### config.mk
export PLATFORM = sky130hd
export DESIGN_NAME = rgba_alpha_unpremultiply
export DESIGN_NICKNAME = d
export VERILOG_FILES = /design/src/hw/rtl/arup_pkg.sv /design/src/hw/rtl/arup_front.sv /design/src/hw/rtl/arup_cell.sv /design/src/hw/rtl/rgba_alpha_unpremultiply.sv
export SDC_FILE = /design/constraint.sdc
export NUM_CORES = 1
export LEC_CHECK = 0
export BUFFER_PORTS_ARGS = -buffer_cell sky130_fd_sc_hd__buf_2
export CAP_MARGIN = 20
export CORE_AREA = 3 3 280 282
export DETAILED_ROUTE_END_ITERATION = 12
export DIE_AREA = 0 0 283 285
export RECOVER_POWER = 50
export SLEW_MARGIN = 5
export SYNTH_ARGS = -nofsm -noshare
export SYNTH_HDL_FRONTEND = slang
export SYNTH_SLANG_ARGS = --single-unit
export TNS_END_PERCENT = 10
### constraint.sdc
create_clock -name clock -period 10.6 [get_ports clock]
set_input_delay 0.53 -clock clock [delete_from_list [all_inputs] [get_ports clock]]
set_output_delay 0.53 -clock clock [all_outputs]
set_load 0.02 [all_outputs]
### src/hw/rtl/arup_pkg.sv
package arup_pkg;

   localparam int CHAN_W = 8;
   localparam int DIV_W  = 2 * CHAN_W;
   localparam int LANES  = 3;
   localparam int STEPS  = CHAN_W;

   localparam logic [CHAN_W-1:0] CHAN_MAX  = {CHAN_W{1'b1}};
   localparam logic [CHAN_W-1:0] CHAN_ZERO = {CHAN_W{1'b0}};

   localparam int LANE_RED   = 0;
   localparam int LANE_GREEN = 1;
   localparam int LANE_BLUE  = 2;

   typedef struct packed {
      logic [CHAN_W-1:0] red_in;
      logic [CHAN_W-1:0] green_in;
      logic [CHAN_W-1:0] blue_in;
      logic [CHAN_W-1:0] alpha_in;
   } pixel_in_type;

   typedef struct packed {
      logic [CHAN_W-1:0] red_out;
      logic [CHAN_W-1:0] green_out;
      logic [CHAN_W-1:0] blue_out;
      logic [CHAN_W-1:0] alpha_out;
   } pixel_out_type;

   // One color lane of a division in flight. The work word starts as the
   // low dividend byte; each step shifts one dividend bit out at the top and
   // one quotient bit in at the bottom.
   typedef struct packed {
      logic              sat;
      logic [CHAN_W-1:0] rem;
      logic [CHAN_W-1:0] work;
   } lane_type;

   typedef struct packed {
      logic [CHAN_W-1:0]            alpha;
      lane_type [LANES-1:0]         lane;
   } stage_type;

endpackage

### src/hw/rtl/arup_front.sv
module arup_front
   import arup_pkg::*;
(
   input  logic         clock,
   input  logic         reset,
   input  logic         up_valid,
   output logic         up_ready,
   input  pixel_in_type up_data,
   output logic         dn_valid,
   input  logic         dn_ready,
   output stage_type    dn_data
);

   logic              valid_ff;
   logic              valid_in;
   stage_type         data_ff;
   stage_type         data_in;
   logic [CHAN_W-1:0] chan [LANES];
   logic [DIV_W-1:0]  dividend [LANES];

   assign chan[LANE_RED]   = up_data.red_in;
   assign chan[LANE_GREEN] = up_data.green_in;
   assign chan[LANE_BLUE]  = up_data.blue_in;

   // Dividend is c*255 + alpha/2, formed as (c << 8) - c + (alpha >> 1).
   // If its high byte already reaches alpha, the quotient is above 255.
   always_comb begin
      data_in.alpha = up_data.alpha_in;
      for (int i = 0; i < LANES; i++) begin
         dividend[i] = {chan[i], CHAN_ZERO} - DIV_W'(chan[i])
                       + DIV_W'(up_data.alpha_in >> 1);
         data_in.lane[i].rem  = dividend[i][DIV_W-1:CHAN_W];
         data_in.lane[i].work = dividend[i][CHAN_W-1:0];
         data_in.lane[i].sat  = (dividend[i][DIV_W-1:CHAN_W] >= up_data.alpha_in);
      end
   end

   assign up_ready = !valid_ff || dn_ready;
   assign valid_in = up_ready ? up_valid : valid_ff;

   always_ff @(posedge clock) begin
      if (reset) begin
         valid_ff <= 1'b0;
      end else begin
         valid_ff <= valid_in;
      end
      if (up_valid && up_ready) begin
         data_ff <= data_in;
      end
   end

   assign dn_valid = valid_ff;
   assign dn_data  = data_ff;

endmodule

### src/hw/rtl/arup_cell.sv
module arup_cell
   import arup_pkg::*;
(
   input  logic      clock,
   input  logic      reset,
   input  logic      up_valid,
   output logic      up_ready,
   input  stage_type up_data,
   output logic      dn_valid,
   input  logic      dn_ready,
   output stage_type dn_data
);

   logic              valid_ff;
   logic              valid_in;
   stage_type         data_ff;
   stage_type         data_in;
   logic [CHAN_W:0]   trial [LANES];
   logic              fits  [LANES];

   // One restoring step per lane: bring down the next dividend bit and
   // subtract alpha if the partial remainder allows it.
   always_comb begin
      data_in = up_data;
      for (int i = 0; i < LANES; i++) begin
         trial[i] = {up_data.lane[i].rem, up_data.lane[i].work[CHAN_W-1]};
         fits[i]  = (trial[i] >= {1'b0, up_data.alpha});
         data_in.lane[i].rem  = fits[i] ? CHAN_W'(trial[i] - {1'b0, up_data.alpha})
                                        : trial[i][CHAN_W-1:0];
         data_in.lane[i].work = {up_data.lane[i].work[CHAN_W-2:0], fits[i]};
      end
   end

   assign up_ready = !valid_ff || dn_ready;
   assign valid_in = up_ready ? up_valid : valid_ff;

   always_ff @(posedge clock) begin
      if (reset) begin
         valid_ff <= 1'b0;
      end else begin
         valid_ff <= valid_in;
      end
      if (up_valid && up_ready) begin
         data_ff <= data_in;
      end
   end

   assign dn_valid = valid_ff;
   assign dn_data  = data_ff;

endmodule

### src/hw/rtl/rgba_alpha_unpremultiply.sv
// RGBA alpha unpremultiply, 8 bits per channel.
//
// A premultiplied pixel is offered on the req_ channel (req_valid, req_ready,
// req_data) and the straight-alpha pixel leaves on the rsp_ channel (rsp_valid,
// rsp_ready, rsp_data). Each color becomes (c*255 + alpha/2) / alpha, rounded
// and saturated at 255; alpha 0 gives black color channels, and alpha passes
// through unchanged.
//
// From an accepted request to its response the pixel passes one entry
// stage that forms the dividends, then a row of 8 identical cells that each
// retires one quotient bit for all three color lanes. Throughput is one
// pixel per clock while rsp_ready stays high, set by the one-bit-per-cell
// division chain which takes a new pixel every cycle unless stalled.
//
// Every stage has its own valid bit and accepts new data when it is empty or
// its neighbor takes its contents, so bubbles close up. When the receiver
// stalls, the response holds steady and up to 9 requests queue in the chain
// before req_ready drops. Reset clears the valid bits only; the block keeps
// no other state.
module rgba_alpha_unpremultiply
   import arup_pkg::*;
(
   input  logic          clock,
   input  logic          reset,
   input  logic          req_valid,
   output logic          req_ready,
   input  pixel_in_type  req_data,
   output logic          rsp_valid,
   input  logic          rsp_ready,
   output pixel_out_type rsp_data
);

   stage_type      link       [STEPS+1];
   logic [STEPS:0] link_valid;
   logic [STEPS:0] link_ready;
   logic [CHAN_W-1:0] result  [LANES];

   arup_front u_front (
      .clock    (clock),
      .reset    (reset),
      .up_valid (req_valid),
      .up_ready (req_ready),
      .up_data  (req_data),
      .dn_valid (link_valid[0]),
      .dn_ready (link_ready[0]),
      .dn_data  (link[0])
   );

   for (genvar s = 0; s < STEPS; s++) begin : g_cell
      arup_cell u_cell (
         .clock    (clock),
         .reset    (reset),
         .up_valid (link_valid[s]),
         .up_ready (link_ready[s]),
         .up_data  (link[s]),
         .dn_valid (link_valid[s+1]),
         .dn_ready (link_ready[s+1]),
         .dn_data  (link[s+1])
      );
   end

   assign link_ready[STEPS] = rsp_ready;
   assign rsp_valid         = link_valid[STEPS];

   // After the last cell the work word holds the quotient. A transparent
   // pixel forces black, and an overflowing lane clamps to full scale.
   always_comb begin
      for (int i = 0; i < LANES; i++) begin
         if (link[STEPS].alpha == CHAN_ZERO) begin
            result[i] = CHAN_ZERO;
         end else if (link[STEPS].lane[i].sat) begin
            result[i] = CHAN_MAX;
         end else begin
            result[i] = link[STEPS].lane[i].work;
         end
      end
   end

   assign rsp_data.red_out   = result[LANE_RED];
   assign rsp_data.green_out = result[LANE_GREEN];
   assign rsp_data.blue_out  = result[LANE_BLUE];
   assign rsp_data.alpha_out = link[STEPS].alpha;

   // A request entering an empty chain reaches the output with its alpha.
   a_latency : assert property (@(posedge clock) disable iff (reset)
      (req_valid && req_ready && (link_valid == '0)) |-> ##9
      (rsp_valid && rsp_data.alpha_out == $past(req_data.alpha_in, 9)))
      else $error("request did not reach the output after the chain latency");

   // With every stage full and the receiver stalled, no request may enter.
   a_full_stall : assert property (@(posedge clock) disable iff (reset)
      ((&link_valid) && !rsp_ready) |-> !req_ready)
      else $error("request accepted into a full stalled chain");

   // A transparent pixel always leaves with black color channels.
   a_transparent : assert property (@(posedge clock) disable iff (reset)
      (rsp_valid && rsp_data.alpha_out == CHAN_ZERO) |->
      (rsp_data.red_out == CHAN_ZERO && rsp_data.green_out == CHAN_ZERO
       && rsp_data.blue_out == CHAN_ZERO))
      else $error("transparent pixel left with color");

endmodule
## Word level (Yosys, flattened, before mapping)

Cells that the tools add are included.
W data, S select, Z words.

- Register bits: 516
- Bits in latches: 0
- Bits in writable memories: 0
- Bits in read-only memories: 0
- Input port bits: 36
- Output and inout bits: 34
- Word-level logic and storage cells: 205
- Memories kept: 0

- Add/sub/neg operators: 27
- Multipliers: 0
- Div/mod/pow operators: 0
- Magnitude comparators: 27
- Equal/unequal tests: 0
- Shift operators: 0
- Multiplexer cells: 27
- Bitwise logic cells: 0
- Reductions and logical operators: 28

Operator list:

| operator | count |
|---|---|
| $ge A9 B8 Y1 | 24 |
| $mux W8 | 27 |
| $sub A8 B8 Y8 | 21 |
| $add A16 B7 Y16 | 3 |
| $sub A16 B8 Y16 | 3 |
| $ge A8 B8 Y1 | 3 |
| $logic_and A1 B1 Y1 | 9 |
| $logic_not A1 Y1 | 9 |
| $logic_or A1 B1 Y1 | 9 |
| $logic_not A8 Y1 | 1 |

## Longest topological paths before layout

- Word-level depth: 11
- Gate-level depth with buffers: 16
- Depth with buffers taken out: 16

## Cells and area by module

From an unflattened synthesis, not the netlist that was laid out.

- Cell total of the unflattened synthesis: 2416
- Area total of the unflattened synthesis: 31141.1 um^2

Modules (own cells, without submodules):

| module | instances | cells each | area an instance (um^2) | seq. area each (um^2) |
|---|---|---|---|---|
| arup_cell at g_cell[2].u_cell ... | 5 | 247 | 3367.0 | 1791.7 |
| arup_cell at g_cell[0].u_cell ... | 3 | 249 | 3344.5 | 1791.7 |
| arup_front | 1 | 377 | 3973.8 | 1791.7 |
| rgba_alpha_unpremultiply | 1 | 57 | 299.0 | 0.0 |

## Worst setup path after synthesis

No wires, ideal clock.

- Path type: input to register
- Start: in rsp_ready
- End: reg g_cell[2].u_cell.data_ff, in the netlist g_cell[2].u_cell.dn_data[0], enable pin
- Setup time: 0.566 ns
- Data arrival time: 5.309 ns
- Data required time: 10.034 ns
- Setup slack: 4.725 ns
- Stages: 4
- Buffers on the path: 0
- Cells stage by stage: nor2b_2 -> and3_2 -> and3_4 -> a21boi_0

- Longest elaborated chain between the ends: 7

RTL lines:

| element | line | RTL |
|---|---|---|
| start, declared | rgba_alpha_unpremultiply.sv:29 | `input logic rsp_ready,` |
| $logic_or A1 B1 Y1 (6 in a row) | arup_cell.sv:34 | `assign up_ready = !valid_ff \|\| dn_ready;` |
| $logic_and A1 B1 Y1 | arup_cell.sv:43 | `if (up_valid && up_ready) begin` |
| end signal, assigned | arup_cell.sv:44 | `data_ff <= data_in;` |
| end, declared | arup_cell.sv:16 | `stage_type data_ff;` |

No other way between the ends.
A chain may end at the register's enable or synchronous reset.

## Worst setup path after layout

- Start: reg g_cell[7].u_cell.valid_ff
- End: reg g_cell[4].u_cell.data_ff, in the netlist g_cell[4].u_cell.dn_data[30], enable pin

- Longest elaborated chain between the ends: 6

RTL lines:

| element | line | RTL |
|---|---|---|
| start, declared | arup_cell.sv:14 | `logic valid_ff;` |
| start signal, assigned | arup_cell.sv:41 | `valid_ff <= valid_in;` |
| $logic_not A1 Y1 | arup_cell.sv:34 |  |
| $logic_or A1 B1 Y1 (4 in a row) | arup_cell.sv:34 |  |
| $logic_and A1 B1 Y1 | arup_cell.sv:43 |  |
| end signal, assigned | arup_cell.sv:44 |  |
| end, declared | arup_cell.sv:16 |  |

No other way between the ends.

==> flow_summary.json <==
{
  "grt_pass1_wl_um": 93600,
  "finalHoldViolCount": 0,
  "drtIter0Drc": 861,
  "violations": "capacitance limit, slew limit",
  "final_area_um2": 30800,
  "post-route-min-period_ps": 3670,
  "clk_pin_slew_ps": 70,
  "clock_skew_ps": 28.8,
  "synth_commonest_cells": "507 x edfxtp_1, 237 x ha_1, 219 x inv_1",
  "end_kind": "flip-flop",
  "cts_buffers": 53,
  "io_pins": 70,
  "grt_pass1_vias": 17400,
  "cts_hold_buf": 0,
  "grt_overflow": 0,
  "core_area_um2": 75900,
  "first_pass_iters": 6,
  "relSlewSlack_pct": -116,
  "hpwl_um": 45800,
  "post-route-util_pct": 40.6,
  "synth-edff-count": 507,
  "synth_top_cell_area_share_pct": 55.6,
  "max_stage_delay_ps": 2210,
  "dieWidth_um": 283,
  "yosysUniqueCellTypes": 67,
  "cp_max_fo": 59,
  "worst-path-buf-inv": 1,
  "synth-seq-area-share_pct": 56.2,
  "cp_slowest_cell": "clkbuf_1",
  "drive_above_1_share_pct": 7.21,
  "yosys_warnings": 0,
  "synth_seq_cells": 516,
  "post_cts_resized": 0,
  "clock_latency_ps": 600,
  "p_total_w": 0.00486,
  "final.setup.tns_ps": 0,
  "synth_area_leaders": "edfxtp_1 56%, ha_1 11%, a21oi_1 3.7%",
  "rsz0062_at_grt": "no",
  "cts_tree": "done",
  "syn-num-nets": 2566,
  "finalWorstSetupSlack_ps": 6930,
  "wl_um": 59700,
  "clockBufferDepth": 3,
  "peakVddDrop_v": 0.000109,
  "die_h_um": 285,
  "die_area_um2": 80700,
  "place.gp.congestion": 0.907,
  "finalMaxSlewViolations": 216,
  "multiInputGateArea_um2": 11000,
  "tightest_slew_ps": 3250,
  "ys.flop_type": "edfxtp_1",
  "post-cts-setup-buffers": 0,
  "hp-class": "input pin to flip-flop",
  "cp_data_required_time_ps": 10750,
  "status": "finished, violations left",
  "cts_root_buffer": "clkbuf_16",
  "finalCritPeriodShare_pct": 34.6,
  "start_util_pct": 36.1,
  "ys_async_sr_fraction_pct": 0,
  "wl_per_cell_um": 17.3,
  "antenna_found_initial": 0,
  "max_freq_mhz": 272,
  "fillers": 7091,
  "fp-row-count": 101,
  "pre_cts_ws_ps": 6500,
  "h-tree-depth": 2,
  "diodes": 0,
  "area_delta_synth_final_pct": 12.6,
  "cp-start-kind": "flip-flop",
  "crit_arrival_ps": 3820,
  "cp_top_family": "buffers and inverters",
  "grt.total_usage_pct": 14.6,
  "routed_via_density": 4.96,
  "syn_avg_cell_area_um2": 12.1,
  "port_buffers": 69,
  "dpl_cell_area_um2": 29000,
  "criticalPathCategory": "flip-flop to flip-flop",
  "yosys.area.top_type": "edfxtp_1",
  "drc": 0,
  "syn_area_um2": 27400,
  "clock-sinks": 516,
  "netlist_instances": 2269,
  "cap_violations": 4,
  "nets": 2664,
  "register_area_um2": 15400,
  "yosysMostFrequentCell": "edfxtp_1",
  "p_per_area_nw_per_um2": 158,
  "vias": 17100,
  "final-setup-viol-count": 0,
  "antenna_left": 0,
  "grt_max_degree": 60,
  "cp_cell_sequence": "nor2b_1 -> and3_1 -> a21boi_4 -> clkbuf_1",
  "p_leak_nw": 11.9
}
[kinds of logic after synthesis]
group	after synthesis	synth area share, %
compound gates	607	14.1
xor+xnor	128	4.12
fa+ha+maj	261	12.6
buf+inv	258	3.74
flops	516	56.2
mux	18	0.731
simple gates	481	8.51
[worst register-to-register path, delay by kind of cell, from the launching register on]
family          cells  cell delay (ps)
flops               1              310
buf+inv             1             2210
simple gates        2              490
compound gates      1              170
[final cells by class]
| type | instances | share of cell area [%] |
|---|---|---|
| sequential | 516 | 49.9 |
| tap | 1030 | 4.18 |
| clock inverter | 38 | 1.78 |
| timing repair buffer | 77 | 1.21 |
| multi-input combinational | 1495 | 35.7 |
| inverter | 224 | 2.73 |
| clock buffer | 62 | 4.47 |
[routing by layer]
metal,GRT usage (%),routed length [µm]
met1,16.9,24700
met2,26.6,30200
met3,1.95,1970
met4,7.04,2830
met5,0,0
[cell usage in the layout, fill, tap and decap left out, types with 11 or more instances in the layout]
| cell | netlist | routed |
|---|---|---|
| o22ai_1 | 14 | 14 |
| nor3_1 | 19 | 19 |
| nand2b_1 | 53 | 53 |
| edfxtp_1 | 507 | 507 |
| a21boi_1 | 13 | 11 |
| buf_2 | 18 | 52 |
| a21o_1 | 53 | 53 |
| clkbuf_1 | 7 | 27 |
| nor2b_1 | 57 | 55 |
| xor2_1 | 73 | 73 |
| bufinv_16 | 0 | 12 |
| o31ai_1 | 17 | 17 |
| o21ai_1 | 80 | 74 |
| or3_1 | 21 | 21 |
| a31o_1 | 22 | 22 |
| inv_1 | 219 | 219 |
| clkbuf_16 | 0 | 53 |
| mux2_1 | 16 | 16 |
| nand3_1 | 14 | 14 |
| o41ai_1 | 14 | 14 |
| nand2_1 | 70 | 70 |
| fa_1 | 24 | 24 |
| nor2_1 | 201 | 201 |
| xnor2_1 | 54 | 55 |
| a21oi_1 | 203 | 203 |
| o21ai_0 | 51 | 59 |
| and2_1 | 12 | 12 |
| a41o_1 | 15 | 15 |
| ha_1 | 237 | 237 |
| a31oi_1 | 14 | 13 |
| a211o_1 | 12 | 12 |
| o21a_1 | 48 | 48 |
[flip-flops by register name (all words and copies together) (netlist names)]
signal,count
u_front.dn_valid,1
g_cell.u_cell.dn_data,448
g_cell.u_cell.dn_valid,8
u_front.dn_data,59
[path summary, 6_finish.rpt]
check	start	endpoint	slack (ps)	cells after the start
worst max register to register	g_cell[7].u_cell.dn_valid	g_cell[4].u_cell.dn_data[30]	6930	4
worst min register to register	g_cell[1].u_cell.dn_data[19]	g_cell[2].u_cell.dn_data[20]	390	0
worst max-delay path	g_cell[7].u_cell.dn_valid	g_cell[4].u_cell.dn_data[30]	6930	4
worst min-delay path	req_data[1]	u_front.dn_data[52]	150	1
[where the power goes]
part	switching, W	leakage, nW	internal [W]
registers	0.0000372	4.68	0.00232
logic	0.000285	6.28	0.000194
clock network	0.000792	0.940	0.00123
[through the flow]
step / hold WS (ps) / cells
4_1_cts: 76.2 / 3442
2_1_floorplan: 400 / 2269
3_3_place_gp: 403 / 3342
6_report: 155 / 3442
3_5_place_dp: 405 / 3342
5_1_grt: 121 / 3442
Note: power is estimated with default switching activity, not from simulation.
